$ cat src/hw/rtl/srpg_pkg.sv
// Shared types and constants for the stepper ramp pulse generator.
// Opcode and mode codes, register indexes, reset values and stream widths.
// No dependencies.
package srpg_pkg;

  // Command opcodes carried in the input tuser
  typedef enum logic [1:0] {
    OP_TICK = 2'd0,
    OP_MOVE = 2'd1,
    OP_RUN  = 2'd2,
    OP_STOP = 2'd3
  } op_e;

  // Motion modes as reported in the result
  typedef enum logic [1:0] {
    MODE_IDLE    = 2'd0,
    MODE_MOVING  = 2'd1,
    MODE_RUNNING = 2'd2
  } mode_e;

  // Configuration register indexes
  localparam int unsigned CFG_IDX_W = 3;
  localparam int unsigned CFG_DATA_W = 32;
  localparam logic [CFG_IDX_W-1:0] REG_LOW_LIMIT     = 3'd0;
  localparam logic [CFG_IDX_W-1:0] REG_HIGH_LIMIT    = 3'd1;
  localparam logic [CFG_IDX_W-1:0] REG_ACCEL_STEP    = 3'd2;
  localparam logic [CFG_IDX_W-1:0] REG_MIN_SPEED     = 3'd3;
  localparam logic [CFG_IDX_W-1:0] REG_INITIAL_DELAY = 3'd4;

  // Register widths and reset values
  localparam int unsigned SPEED_W = 16;
  localparam int unsigned INIT_DELAY_W = 20;
  localparam logic [SPEED_W-1:0]      ACCEL_RST = 16'd100;
  localparam logic [SPEED_W-1:0]      MIN_SPEED_RST = 16'd200;
  localparam logic [INIT_DELAY_W-1:0] INIT_DELAY_RST = 20'd2000;

  // Result stream: step_event, step_up, position, mode, padded to bytes
  localparam int unsigned OUT_TDATA_W = 40;
  localparam int unsigned OP_W = 2;

endpackage

$ cat src/hw/rtl/srpg_alu.sv
// Shared add/subtract unit of the stepper ramp pulse generator.
// Serves target mapping, distance, and the restoring divider steps.
// No dependencies.
module srpg_alu #(
  parameter int unsigned WIDTH = 51
) (
  input  logic [WIDTH-1:0] a_i,
  input  logic [WIDTH-1:0] b_i,
  input  logic             sub_i,
  output logic [WIDTH-1:0] sum_o
);

  // Two's complement add, or subtract by inverting b and carrying in
  logic [WIDTH-1:0] b_eff;

  assign b_eff = sub_i ? ~b_i : b_i;
  assign sum_o = a_i + b_eff + {{(WIDTH-1){1'b0}}, sub_i};

endmodule

$ cat src/hw/rtl/stepper_ramp_pulse_generator.sv
// Stepper ramp pulse generator top level: command sequencer and state.
// Uses srpg_pkg and one shared srpg_alu adder for the target, distance and divider arithmetic.
//
//   channel   | direction | transfer condition            | payload
//   s_axis    | in        | s_axis_tvalid & s_axis_tready | command item
//   m_axis    | out       | m_axis_tvalid & m_axis_tready | one result per command
//   cfg       | in        | cfg_valid_i & cfg_ready_o     | register index and data
//
// A tick that takes a step at nonzero speed runs the serial 1/speed divider
// for DELAY_W quotient bits; DELAY_W is 20 at the default rate. A move-to
// runs the shift-add target multiply over the FRACTION_BITS+1 fraction bits.
// Reset is asynchronous, active low, and loads the register defaults.
// The next command is taken while a finished result waits on m_axis.
module stepper_ramp_pulse_generator
  import srpg_pkg::*;
#(
  parameter int unsigned FRACTION_BITS    = 16,
  parameter int unsigned TICKS_PER_SECOND = 1000000
) (
  input  logic clk_i,
  input  logic rst_ni,

  // Command stream
  input  logic                                          s_axis_tvalid,
  output logic                                          s_axis_tready,
  // tdata from bit 0: target_fraction, speed_limit, run_reverse, zero pad
  input  logic [(((FRACTION_BITS+18)+7)/8)*8-1:0]       s_axis_tdata,
  // tuser: opcode
  input  logic [OP_W-1:0]                               s_axis_tuser,

  // Result stream
  output logic                                          m_axis_tvalid,
  input  logic                                          m_axis_tready,
  // tdata from bit 0: step_event, step_up, position[31:0], mode[1:0], zero pad
  output logic [OUT_TDATA_W-1:0]                        m_axis_tdata,

  // Configuration writes
  input  logic                                          cfg_valid_i,
  output logic                                          cfg_ready_o,
  input  logic [CFG_IDX_W-1:0]                          cfg_index_i,
  input  logic [CFG_DATA_W-1:0]                         cfg_data_i
);

  localparam int unsigned FB      = FRACTION_BITS;
  localparam int unsigned FRAC_W  = FB + 1;
  localparam int unsigned ACC_W   = FB + 35;
  localparam int unsigned TPS_W   = $clog2(TICKS_PER_SECOND + 1);
  localparam int unsigned DELAY_W = (TPS_W < INIT_DELAY_W) ? INIT_DELAY_W : TPS_W;
  localparam int unsigned MUL_N   = FRAC_W;
  localparam int unsigned DIV_N   = DELAY_W;
  localparam int unsigned MAX_N   = (MUL_N > DIV_N) ? MUL_N : DIV_N;
  localparam int unsigned CNT_W   = $clog2(MAX_N + 1);
  localparam logic [DELAY_W-1:0] TPS_D = DELAY_W'(TICKS_PER_SECOND);

  // Sequencer states
  typedef enum logic [8:0] {
    S_IDLE  = 9'b000000001,
    S_TICK  = 9'b000000010,
    S_DIFF  = 9'b000000100,
    S_ABS   = 9'b000001000,
    S_SPEED = 9'b000010000,
    S_DIV   = 9'b000100000,
    S_MDIF  = 9'b001000000,
    S_MUL   = 9'b010000000,
    S_DONE  = 9'b100000000
  } state_e;

  localparam state_e S_TGT_UNUSED = S_IDLE;

  state_e state_q;

  // Configuration registers
  logic signed [31:0]       low_q, high_q;
  logic [SPEED_W-1:0]       accel_q, min_q;

  // Motion state
  mode_e                    mode_q;
  logic [31:0]              pos_q;
  logic signed [31:0]       tgt_q;
  logic [SPEED_W-1:0]       speed_q, max_q;
  logic [DELAY_W-1:0]       delay_q;
  logic [31:0]              ticks_q;
  logic                     dir_up_q;

  // Working registers
  logic [FRAC_W-1:0]        frac_q;
  logic [ACC_W-1:0]         acc_q, mcand_q;
  logic [32:0]              diff_q;
  logic                     up_q, stepped_q, tgt_pend_q;
  logic [CNT_W-1:0]         cnt_q;
  logic [SPEED_W-1:0]       rem_q;
  logic [DELAY_W-1:0]       quo_q;

  // Result register
  logic                     m_valid_q;
  logic [OUT_TDATA_W-1:0]   m_data_q;

  // Input field unpacking
  logic [FRAC_W-1:0]        in_frac;
  logic [SPEED_W-1:0]       in_lim;
  logic                     in_rev;
  op_e                      in_op;
  logic                     in_xfer, cfg_xfer, out_free, out_load;

  assign in_frac  = s_axis_tdata[FRAC_W-1:0];
  assign in_lim   = s_axis_tdata[FRAC_W+SPEED_W-1:FRAC_W];
  assign in_rev   = s_axis_tdata[FRAC_W+SPEED_W];
  assign in_op    = op_e'(s_axis_tuser);

  assign s_axis_tready = (state_q == S_IDLE) && !tgt_pend_q;
  assign in_xfer  = s_axis_tvalid && s_axis_tready;
  assign cfg_ready_o = 1'b1;
  assign cfg_xfer = cfg_valid_i;
  assign out_free = !m_valid_q || m_axis_tready;
  // a new result enters the output register this cycle
  assign out_load = (state_q == S_DONE) && out_free;

  assign m_axis_tvalid = m_valid_q;
  assign m_axis_tdata  = m_data_q;

  // Shared adder operand selection
  logic [ACC_W-1:0] alu_a, alu_b, alu_sum;
  logic             alu_sub;
  logic [SPEED_W:0] rem_shift;

  assign rem_shift = {rem_q, quo_q[DELAY_W-1]};

  always_comb begin
    alu_a   = '0;
    alu_b   = '0;
    alu_sub = 1'b0;
    if (tgt_pend_q) begin
      // rounding toward zero: bias negative sums before the arithmetic shift
      alu_a = acc_q;
      alu_b = acc_q[ACC_W-1] ? {{(ACC_W-FB){1'b0}}, {FB{1'b1}}} : '0;
    end else begin
      unique case (state_q)
        S_MDIF: begin
          alu_a   = {{(ACC_W-32){high_q[31]}}, high_q};
          alu_b   = {{(ACC_W-32){low_q[31]}}, low_q};
          alu_sub = 1'b1;
        end
        S_MUL: begin
          alu_a = acc_q;
          alu_b = frac_q[0] ? mcand_q : '0;
        end
        S_DIFF: begin
          alu_a   = {{(ACC_W-32){tgt_q[31]}}, tgt_q};
          alu_b   = {{(ACC_W-32){pos_q[31]}}, pos_q};
          alu_sub = 1'b1;
        end
        S_ABS: begin
          alu_b   = {{(ACC_W-33){diff_q[32]}}, diff_q};
          alu_sub = diff_q[32];
        end
        S_DIV: begin
          alu_a   = {{(ACC_W-SPEED_W-1){1'b0}}, rem_shift};
          alu_b   = {{(ACC_W-SPEED_W){1'b0}}, speed_q};
          alu_sub = 1'b1;
        end
        default: begin
          alu_sub = 1'b0;
        end
      endcase
    end
  end

  srpg_alu #(
    .WIDTH (ACC_W)
  ) u_alu (
    .a_i   (alu_a),
    .b_i   (alu_b),
    .sub_i (alu_sub),
    .sum_o (alu_sum)
  );

  // Target saturation to the signed 32-bit range
  logic [ACC_W-FB-1:0] tgt_wide;
  logic                tgt_fits;
  logic signed [31:0]  tgt_d;

  assign tgt_wide = alu_sum[ACC_W-1:FB];
  assign tgt_fits = (&tgt_wide[ACC_W-FB-1:31]) || !(|tgt_wide[ACC_W-FB-1:31]);
  assign tgt_d    = tgt_fits ? tgt_wide[31:0]
                  : (tgt_wide[ACC_W-FB-1] ? 32'sh8000_0000 : 32'sh7fff_ffff);

  // Elapsed tick count and step due check
  logic [31:0] ticks_d;
  logic        step_due;

  assign ticks_d  = (&ticks_q) ? ticks_q : ticks_q + 32'd1;
  assign step_due = (mode_q != MODE_IDLE) &&
                    (ticks_d >= {{(32-DELAY_W){1'b0}}, delay_q});

  // Speed ramp for the step being taken
  logic [SPEED_W:0]   sp_add, sp_sub, max_plus;
  logic [SPEED_W-1:0] sp_up, speed_d;
  logic               decel, step_dir;

  assign sp_add   = {1'b0, speed_q} + {1'b0, accel_q};
  assign sp_sub   = {1'b0, speed_q} - {1'b0, accel_q};
  assign max_plus = {1'b0, max_q} + {1'b0, accel_q};
  assign sp_up    = (sp_add > {1'b0, max_q}) ? max_q : sp_add[SPEED_W-1:0];
  assign decel    = diff_q < {{(33-SPEED_W){1'b0}}, accel_q};
  assign step_dir = (mode_q == MODE_MOVING) ? up_q : dir_up_q;

  always_comb begin
    speed_d = speed_q;
    if (mode_q == MODE_MOVING) begin
      if (decel) begin
        speed_d = (sp_sub[SPEED_W] || (sp_sub[SPEED_W-1:0] < min_q))
                ? min_q : sp_sub[SPEED_W-1:0];
      end else begin
        speed_d = sp_up;
      end
    end else if (speed_q < max_q) begin
      speed_d = sp_up;
    end else if (speed_q > max_q) begin
      speed_d = ({1'b0, speed_q} < max_plus) ? max_q : sp_sub[SPEED_W-1:0];
    end
  end

  // Restoring divider step
  logic               div_ge;
  logic [DELAY_W-1:0] quo_d;

  assign div_ge = !alu_sum[ACC_W-1];
  assign quo_d  = {quo_q[DELAY_W-2:0], div_ge};

  // Sequencer and state registers
  always_ff @(posedge clk_i or negedge rst_ni) begin
    if (!rst_ni) begin
      state_q      <= S_IDLE;
      low_q        <= '0;
      high_q       <= '0;
      accel_q      <= ACCEL_RST;
      min_q        <= MIN_SPEED_RST;
      mode_q       <= MODE_IDLE;
      pos_q        <= '0;
      tgt_q        <= '0;
      speed_q      <= '0;
      max_q        <= '0;
      delay_q      <= DELAY_W'(INIT_DELAY_RST);
      ticks_q      <= '0;
      dir_up_q     <= 1'b1;
      frac_q       <= '0;
      acc_q        <= '0;
      mcand_q      <= '0;
      diff_q       <= '0;
      up_q         <= 1'b0;
      stepped_q    <= 1'b0;
      tgt_pend_q   <= 1'b0;
      cnt_q        <= '0;
      rem_q        <= '0;
      quo_q        <= '0;
      m_valid_q    <= 1'b0;
      m_data_q     <= '0;
    end else begin
      if (m_valid_q && m_axis_tready && !out_load) begin
        m_valid_q <= 1'b0;
      end

      if (tgt_pend_q) begin
        // finish move-to: load target, switch to moving when it changed
        tgt_pend_q <= 1'b0;
        if (tgt_d != tgt_q) begin
          tgt_q  <= tgt_d;
          mode_q <= MODE_MOVING;
        end
        state_q <= S_DONE;
      end else begin
        unique case (state_q)
          S_IDLE: begin
            if (in_xfer) begin
              stepped_q <= 1'b0;
              up_q      <= 1'b0;
              frac_q    <= in_frac;
              unique case (in_op)
                OP_TICK: state_q <= S_TICK;
                OP_MOVE: begin
                  max_q   <= in_lim;
                  state_q <= S_MDIF;
                end
                OP_RUN: begin
                  dir_up_q <= !in_rev;
                  max_q    <= in_lim;
                  mode_q   <= MODE_RUNNING;
                  state_q  <= S_DONE;
                end
                OP_STOP: begin
                  mode_q  <= MODE_IDLE;
                  state_q <= S_DONE;
                end
                default: state_q <= S_DONE;
              endcase
            end
          end
          S_TICK: begin
            if (step_due) begin
              ticks_q <= '0;
              state_q <= (mode_q == MODE_MOVING) ? S_DIFF : S_SPEED;
            end else begin
              ticks_q <= ticks_d;
              state_q <= S_DONE;
            end
          end
          S_DIFF: begin
            diff_q  <= alu_sum[32:0];
            state_q <= S_ABS;
          end
          S_ABS: begin
            if (diff_q == '0) begin
              mode_q  <= MODE_IDLE;
              state_q <= S_DONE;
            end else begin
              up_q    <= !diff_q[32];
              diff_q  <= alu_sum[32:0];
              state_q <= S_SPEED;
            end
          end
          S_SPEED: begin
            speed_q   <= speed_d;
            up_q      <= step_dir;
            stepped_q <= 1'b1;
            pos_q     <= step_dir ? pos_q + 32'd1 : pos_q - 32'd1;
            if (speed_d == '0) begin
              delay_q <= TPS_D;
              state_q <= S_DONE;
            end else begin
              rem_q   <= '0;
              quo_q   <= TPS_D;
              cnt_q   <= '0;
              state_q <= S_DIV;
            end
          end
          S_DIV: begin
            rem_q <= div_ge ? alu_sum[SPEED_W-1:0] : rem_shift[SPEED_W-1:0];
            quo_q <= quo_d;
            cnt_q <= cnt_q + CNT_W'(1);
            if (cnt_q == CNT_W'(DIV_N - 1)) begin
              delay_q <= quo_d;
              state_q <= S_DONE;
            end
          end
          S_MDIF: begin
            mcand_q <= alu_sum;
            acc_q   <= {{(ACC_W-32-FB){low_q[31]}}, low_q, {FB{1'b0}}};
            cnt_q   <= '0;
            state_q <= S_MUL;
          end
          S_MUL: begin
            acc_q   <= alu_sum;
            mcand_q <= {mcand_q[ACC_W-2:0], 1'b0};
            frac_q  <= {1'b0, frac_q[FRAC_W-1:1]};
            cnt_q   <= cnt_q + CNT_W'(1);
            if (cnt_q == CNT_W'(MUL_N - 1)) begin
              tgt_pend_q <= 1'b1;
            end
          end
          S_DONE: begin
            if (out_free) begin
              m_valid_q <= 1'b1;
              m_data_q  <= {{(OUT_TDATA_W-36){1'b0}}, mode_q, pos_q,
                            stepped_q & up_q, stepped_q};
              state_q   <= S_IDLE;
            end
          end
          default: state_q <= S_TGT_UNUSED;
        endcase
      end

      // Register writes; loading the initial delay also reloads the step delay
      if (cfg_xfer) begin
        unique case (cfg_index_i)
          REG_LOW_LIMIT:  low_q   <= cfg_data_i;
          REG_HIGH_LIMIT: high_q  <= cfg_data_i;
          REG_ACCEL_STEP: accel_q <= cfg_data_i[SPEED_W-1:0];
          REG_MIN_SPEED:  min_q   <= cfg_data_i[SPEED_W-1:0];
          REG_INITIAL_DELAY: begin
            delay_q <= DELAY_W'(cfg_data_i[INIT_DELAY_W-1:0]);
          end
          default: ;
        endcase
      end
    end
  end

endmodule

$ cat config.mk
export PLATFORM = sky130hd
export DESIGN_NAME = stepper_ramp_pulse_generator
export DESIGN_NICKNAME = d
export VERILOG_FILES = /design/src/hw/rtl/srpg_pkg.sv /design/src/hw/rtl/srpg_alu.sv /design/src/hw/rtl/stepper_ramp_pulse_generator.sv
export SDC_FILE = /design/constraint.sdc
export NUM_CORES = 2
export LEC_CHECK = 0
export BUFFER_PORTS_ARGS = -buffer_cell sky130_fd_sc_hd__buf_4
export CAP_MARGIN = 20
export CORE_MARGIN = 2
export CORE_UTILIZATION = 30
export CTS_BUF_LIST = sky130_fd_sc_hd__clkbuf_8
export DETAILED_ROUTE_END_ITERATION = 16
export PLACE_DENSITY_LB_ADDON = 0.08
export SETUP_SLACK_MARGIN = 0.1
export SYNTH_ARGS = -nofsm -noshare
export SYNTH_HDL_FRONTEND = slang
export SYNTH_SLANG_ARGS = --single-unit
$ cat constraint.sdc
create_clock -name clk_i -period 12.7 [get_ports clk_i]
set_input_delay 2.54 -clock clk_i [delete_from_list [all_inputs] [get_ports clk_i]]
set_output_delay 2.54 -clock clk_i [all_outputs]
set_load 0.05 [all_outputs]
## After elaboration in Yosys (flattened, before gate mapping)

Index checks and enable logic that the tools add are counted.

| storage, ports and cells | value |
|---|---|
| logic and storage cells | 197 |
| register bits | 489 |
| output and inout port bits | 43 |
| input bits | 82 |

| operators by class | value |
|---|---|
| bitwise gates (word level) | 3 |
| magnitude comparators | 7 |
| equal/unequal tests | 30 |
| mux-type cells | 68 |
| reductions and logical operators | 55 |
| add/subtract/negate cells | 9 |

Operator list:

| operator | count |
|---|---|
| $pmux W51 S5 | 1 |
| $mux W51 | 4 |
| $pmux W51 S2 | 2 |
| $pmux W51 S4 | 1 |
| $mux W16 | 10 |
| $mux W32 | 5 |
| $mux W20 | 6 |
| $pmux W9 S9 | 1 |
| $pmux W20 S2 | 2 |
| $pmux W33 S2 | 1 |
| $add A32 B1 Y32 const B | 2 |
| $mux W9 | 7 |
| $add A51 B1 Y51 | 1 |
| $add A51 B51 Y51 | 1 |
| $not A51 Y51 | 1 |
| $add A16 B16 Y17 | 2 |
| $pmux W17 S2 | 1 |
| $logic_not A33 Y1 | 1 |
| $lt A33 B16 Y1 | 1 |
| $mux W33 | 1 |
| $ge A32 B20 Y1 | 1 |
| $lt A16 B16 Y1 | 2 |
| $ne A32 B32 Y1 | 1 |
| $pmux W16 S2 | 1 |
| other kinds (52) | 116 |

## Logic depth before layout (Yosys ltp)

| depth | value |
|---|---|
| depth in word-level cells | 14 |
| depth in mapped cells | 35 |
| mapped depth without buffers | 32 |

## Hierarchy

Synthesis repeated with hierarchy kept, for this count alone.

| unflattened totals | value |
|---|---|
| cell total of the unflattened synthesis | 3,926 |
| area total of the unflattened synthesis | 34,680.8 um^2 |

Modules (own cells, without submodules):

| module | cells each | area each (um^2) | instances | seq. area each (um^2) |
|---|---|---|---|---|
| stepper_ramp_pulse_generator | 3,426 | 31,131.1 | 1 | 12,254.3 |
| srpg_alu | 500 | 3,549.7 | 1 | 0.0 |

## Worst setup path after synthesis

OpenSTA, ideal clock, no wires.

| timing | value |
|---|---|
| kind | flip-flop to flip-flop |
| start | register state_q[3] |
| end | register tgt_q[23] |
| cell stages (with the launch flop) | 31 |
| setup time | 128 ps |
| required time | 12,572 ps |
| clock period less this slack | 7,397 ps |
| setup slack | 5,303 ps |
| buffers on the path | 7 |
| arrival time | 7,270 ps |
| path through | dfrtp_1 buf_2 or3_1 buf_2 nor3b_4 clkbuf_1 buf_1 buf_1 a21oi_1 o21ai_0 ha_1 clkbuf_1 a21oi_1 o21ai_1 a2111oi_0 o311a_1 and2_1 inv_1 o21ai_2 a211o_1 a211oi_2 or4_1 a32oi_1 mux2i_1 or4_1 a2111o_1 nor4_1 nand4_1 o21ai_4 buf_4 mux2_1 |

| between the ends | value |
|---|---|
| longest elaborated chain between the ends | 13 |

Ends and longest elaborated chain:

| what | RTL line | RTL |
|---|---|---|
| start: declaration | stepper_ramp_pulse_generator.sv:70 | `state_e state_q;` |
| start signal: assignment | stepper_ramp_pulse_generator.sv:301 | `state_q <= (mode_q == MODE_MOVING) ? S_DIFF : S_SPEED;` |
| $eq A9 B6 Y1, or another cell as far along | stepper_ramp_pulse_generator.sv:137 | `unique case (state_q)` |
| $reduce_or A3 Y1 (no line) or $pmux W51 S5 (tied branches) | -- |  |
| $pmux W1 S2 or $mux W51 (tied branches) | stepper_ramp_pulse_generator.sv:137, stepper_ramp_pulse_generator.sv:132 |  |
| $mux W1 or $not A51 Y51 (tied branches) | stepper_ramp_pulse_generator.sv:132, srpg_alu.sv:16 |  |
| $mux W51 | srpg_alu.sv:16 | `assign b_eff = sub_i ? ~b_i : b_i;` |
| $add A51 B51 Y51 | srpg_alu.sv:17 | `assign sum_o = a_i + b_eff + {{(WIDTH-1){1'b0}}, sub_i};` |
| $add A51 B1 Y51 * | srpg_alu.sv:17 |  |
| $reduce_or A4 Y1 | stepper_ramp_pulse_generator.sv:183 | `assign tgt_fits = (&tgt_wide[ACC_W-FB-1:31]) \|\| !(\|tgt_wide[ACC_W-FB-1:31]);` |
| $logic_not A1 Y1 | stepper_ramp_pulse_generator.sv:183 |  |
| $logic_or A1 B1 Y1 | stepper_ramp_pulse_generator.sv:183 |  |
| $mux W32 * | stepper_ramp_pulse_generator.sv:184 | `assign tgt_d = tgt_fits ? tgt_wide[31:0]` |
| $ne A32 B32 Y1 | stepper_ramp_pulse_generator.sv:266 | `if (tgt_d != tgt_q) begin` |
| $reduce_and A2 Y1 (no line) | -- |  |
| end signal: assignment | stepper_ramp_pulse_generator.sv:267 | `tgt_q <= tgt_d;` |
| end: declaration | stepper_ramp_pulse_generator.sv:79 | `logic signed [31:0] tgt_q;` |

Mark *: on every way between the ends. The rest lies on a longest branch, timed or not.
A chain may end at the register's enable or synchronous reset.

## Final worst setup path

| timing | value |
|---|---|
| start | register state_q[6] |
| end | register tgt_q[30] |

Same word-level chain as after synthesis.

==> run_results.csv <==
group,metric,value,unit
route,vias_per_cell,5.45,
worst_hold_path,hp-start,"acc_q[29]",
clock_tree,cts-root-buf,"clkbuf_8",
clock_tree,cts_hold_buf,0,
synth,yosysSeqAreaShare,36.1,%
critical_path,crit_path_top_delay_cell,"buf_4",
grt,first_global_vias,30300,
synth,async_flop_share,100,%
flow_run,maxCapViolations,0,
timing,maxSlewViolCount,0,
timing,fin_skew,0.0475,ns
power,powerDensity,157,nW/um^2
cells_and_area,final_cell_mix,"dfrtp_1, nand2_1, o21ai_0",
clock_tree,path_clk_slew,0.06,ns
placed_design,dp_cells,5335,
grt,grt_pass1_wl,200000,um
power,p_leak,17.6,nW
critical_path,cpPeakStageDelay,0.78,ns
synth,synth_edf_count,0,
critical_path,r2r_start,"state_q[6]",
power,ir_worst_vdd,0.0750,mV
cells_and_area,multi_input_area,20300,sq um
synth,synth_area,33900,sq um
cells_and_area,fin_area,38500,sq um
cells_and_area,fill_cells,11800,
timing,tns,0,ns
placed_design,portBuffers,113,
critical_path,arrival,11.31,ns
clock_tree,cts_setup_buffers,0,
clock_tree,cts_buffer_depth,3,
clock_tree,cts_tree,"yes",
critical_path,crit_type,"flop to flop",
grt,grt_util_all_layers,22.6,%
power,pwr-share-clk,27.0,%
cells_and_area,drive_gt1_share,14.2,%
synth,synth_top_area_cell,"dfrtp_1",
grt,globalRouteOverflowTotal,0,
power,p_sw,2.47,mW
die,die_y,340,um
clock_tree,h-tree-depth,3,
grt,antenna_found_initial,5,
die,coreArea,112000,sq um
timing,report.final.hold_viol_count,0,
critical_path,cp.required,13.35,ns
route,num_vias,30000,
timing,fmax,0.0938,GHz
worst_hold_path,whs_path_depth,1,
critical_path,crit_path_end_kind,"flop",
critical_path,worst-r2r-cell-count,29,
placed_design,post-dp-hpwl,96800,um
critical_path,cp_max_fo,64,
synth,yosys_register_bits,489,
synth,ys_types,90,
die,io_pins,125,
grt,grt_max_degree,133,
synth,postSynthAreaPerCell,8.80,sq um
outcome,status,"finished, final reports clean",
worst_hold_path,hold_path_end,"acc_q[29]",
cells_and_area,area_growth,13.6,%
power,comb_power_share,38.1,%
die,start_util,30.2,%
placed_design,place_area,36600,sq um
route,wl,133000,um
worst_hold_path,min-delay-path-class,"flop to flop",
power,seqPwrFrac,34.9,%
timing,whs,0.478,ns
synth,synth_top_area_share,35.0,%
cells_and_area,num-nets-final,4254,
route,ant_nets,0,
die,die_w,340,um
die,die-area,116000,sq um
timing,setup_viol_count_final,0,
timing,rsz0062_at_grt,"false",
synth,ys_warn_count,0,
critical_path,r2r-end,"tgt_q[30]",
critical_path,r2r_slack,2.04,ns
cells_and_area,mostFrequentLayoutCell,"dfrtp_1",
synth,synth_area_leaders,"dfrtp_1, ha_1, mux2_2",
timing,worst_pin_slew,1.07,ns
timing,slew_headroom,28.2,%
route,drc,0,
timing,min_period,10.66,ns
power,p_int,3.58,mW
route,drt-initial-drc-count,2276,
clock_tree,cts_resized,0,
critical_path,setup.worst_path.start,"state_q[6]",
power,swShare,40.8,%
die,row_count,123,
synth,synthCells,3855,
critical_path,start_kind,"flop",
timing,fin_crit_sh,83.9,%
route,wl_per_cell,24.1,um
cells_and_area,seqCellArea,12300,sq um
placed_design,globalplace.congestion,0.903,
synth,synth_flop_cell,"dfrtp_1",
clock_tree,clock_sinks,489,
cells_and_area,final_cells,5514,
route,first_pass_iters,9,
clock_tree,clk_latency,0.78,ns
clock_tree,cts-buffers-inserted,98,
-- worst max-delay path: cells and delay by family, from the launching register on --
family / cells / cell delay [ns]
AND/OR/NAND/NOR: 10 / 2.91
adder cells (fa/ha/maj): 1 / 0.41
multiplexers: 1 / 0.36
flip-flops: 1 / 0.50
AO/OA/AOI/OAI: 13 / 4.26
buffers and inverters: 4 / 1.98
-- area by class of cell --
class | instances | area share (%)
Antenna cell | 3 | 0.0195
Clock buffer | 114 | 4.07
Clock inverter | 61 | 0.858
Inverter | 169 | 1.65
Multi-Input combinational cell | 2986 | 52.8
Sequential cell | 489 | 31.8
Tap cell | 1500 | 4.87
Timing Repair Buffer | 192 | 3.89
-- kinds of logic after synthesis --
logic type	share of synthesized area, %
xor+xnor	3.98
fa+ha+maj	8.82
mux	8.12
compound gates	23.8
other cells	0.0221
flops	36.1
buf+inv	4.35
simple gates	14.7
-- flip-flops by register name (all words and copies together), names as in the netlist, 9 cells and up --
| name | cells |
|---|---|
| rem_q | 16 |
| mcand_q | 51 |
| state_q | 9 |
| tgt_q | 32 |
| speed_q | 16 |
| pos_q | 32 |
| acc_q | 51 |
| high_q | 32 |
| accel_q | 16 |
| m_axis_tdata | 36 |
| quo_q | 20 |
| min_q | 16 |
| delay_q | 20 |
| frac_q | 17 |
| low_q | 32 |
| diff_q | 33 |
| max_q | 16 |
| ticks_q | 32 |
-- worst max-delay path by stage --
stage                end  slack, ns  cells past startpoint
2_1_floorplan  tgt_q[23]       5.30                     30
3_3_place_gp    tgt_q[4]       2.20                     29
3_5_place_dp    tgt_q[4]       2.18                     27
4_1_cts         tgt_q[4]       2.12                     29
5_1_grt        tgt_q[17]       1.37                     29
6_report       tgt_q[30]       2.04                     29
-- per-stage QoR --
step           util, %  setup slack, ns  power (mW)
4_1_cts           34.3             2.12        6.12
6_report          34.3             2.04        6.05
3_5_place_dp      32.6             2.18        4.44
2_1_floorplan        -             5.30        3.62
5_1_grt           34.3             1.37        6.48
3_3_place_gp      32.6             2.20        4.44
-- power by group through the flow --
| stage | sequential, mW | clock [mW] | combinational, mW |
|---|---|---|---|
| 2_1_floorplan | 2.01 | 0 | 1.61 |
| 3_3_place_gp | 2.14 | 0 | 2.30 |
| 3_5_place_dp | 2.14 | 0 | 2.30 |
| 4_1_cts | 2.11 | 1.70 | 2.31 |
| 5_1_grt | 2.15 | 1.76 | 2.57 |
| 6_report | 2.11 | 1.63 | 2.30 |
-- metal layers --
metal	track usage (%)	share of wire (%)
met5	0	0
met4	7.11	3.2
met3	2.95	3.9
met2	37.8	47
met1	30.2	46
-- cell usage after synthesis, types with 54 or more instances --
master,n
clkbuf_1,176
inv_1,168
ha_1,231
dfrtp_1,475
xnor2_1,105
o21ai_0,363
nor3_1,54
mux2_2,179
nand3_1,67
a21o_1,95
mux2i_1,58
a22oi_1,95
nand2_1,460
a21oi_1,313
nor2_1,222
No activity file was read; power rests on OpenSTA's default activity.
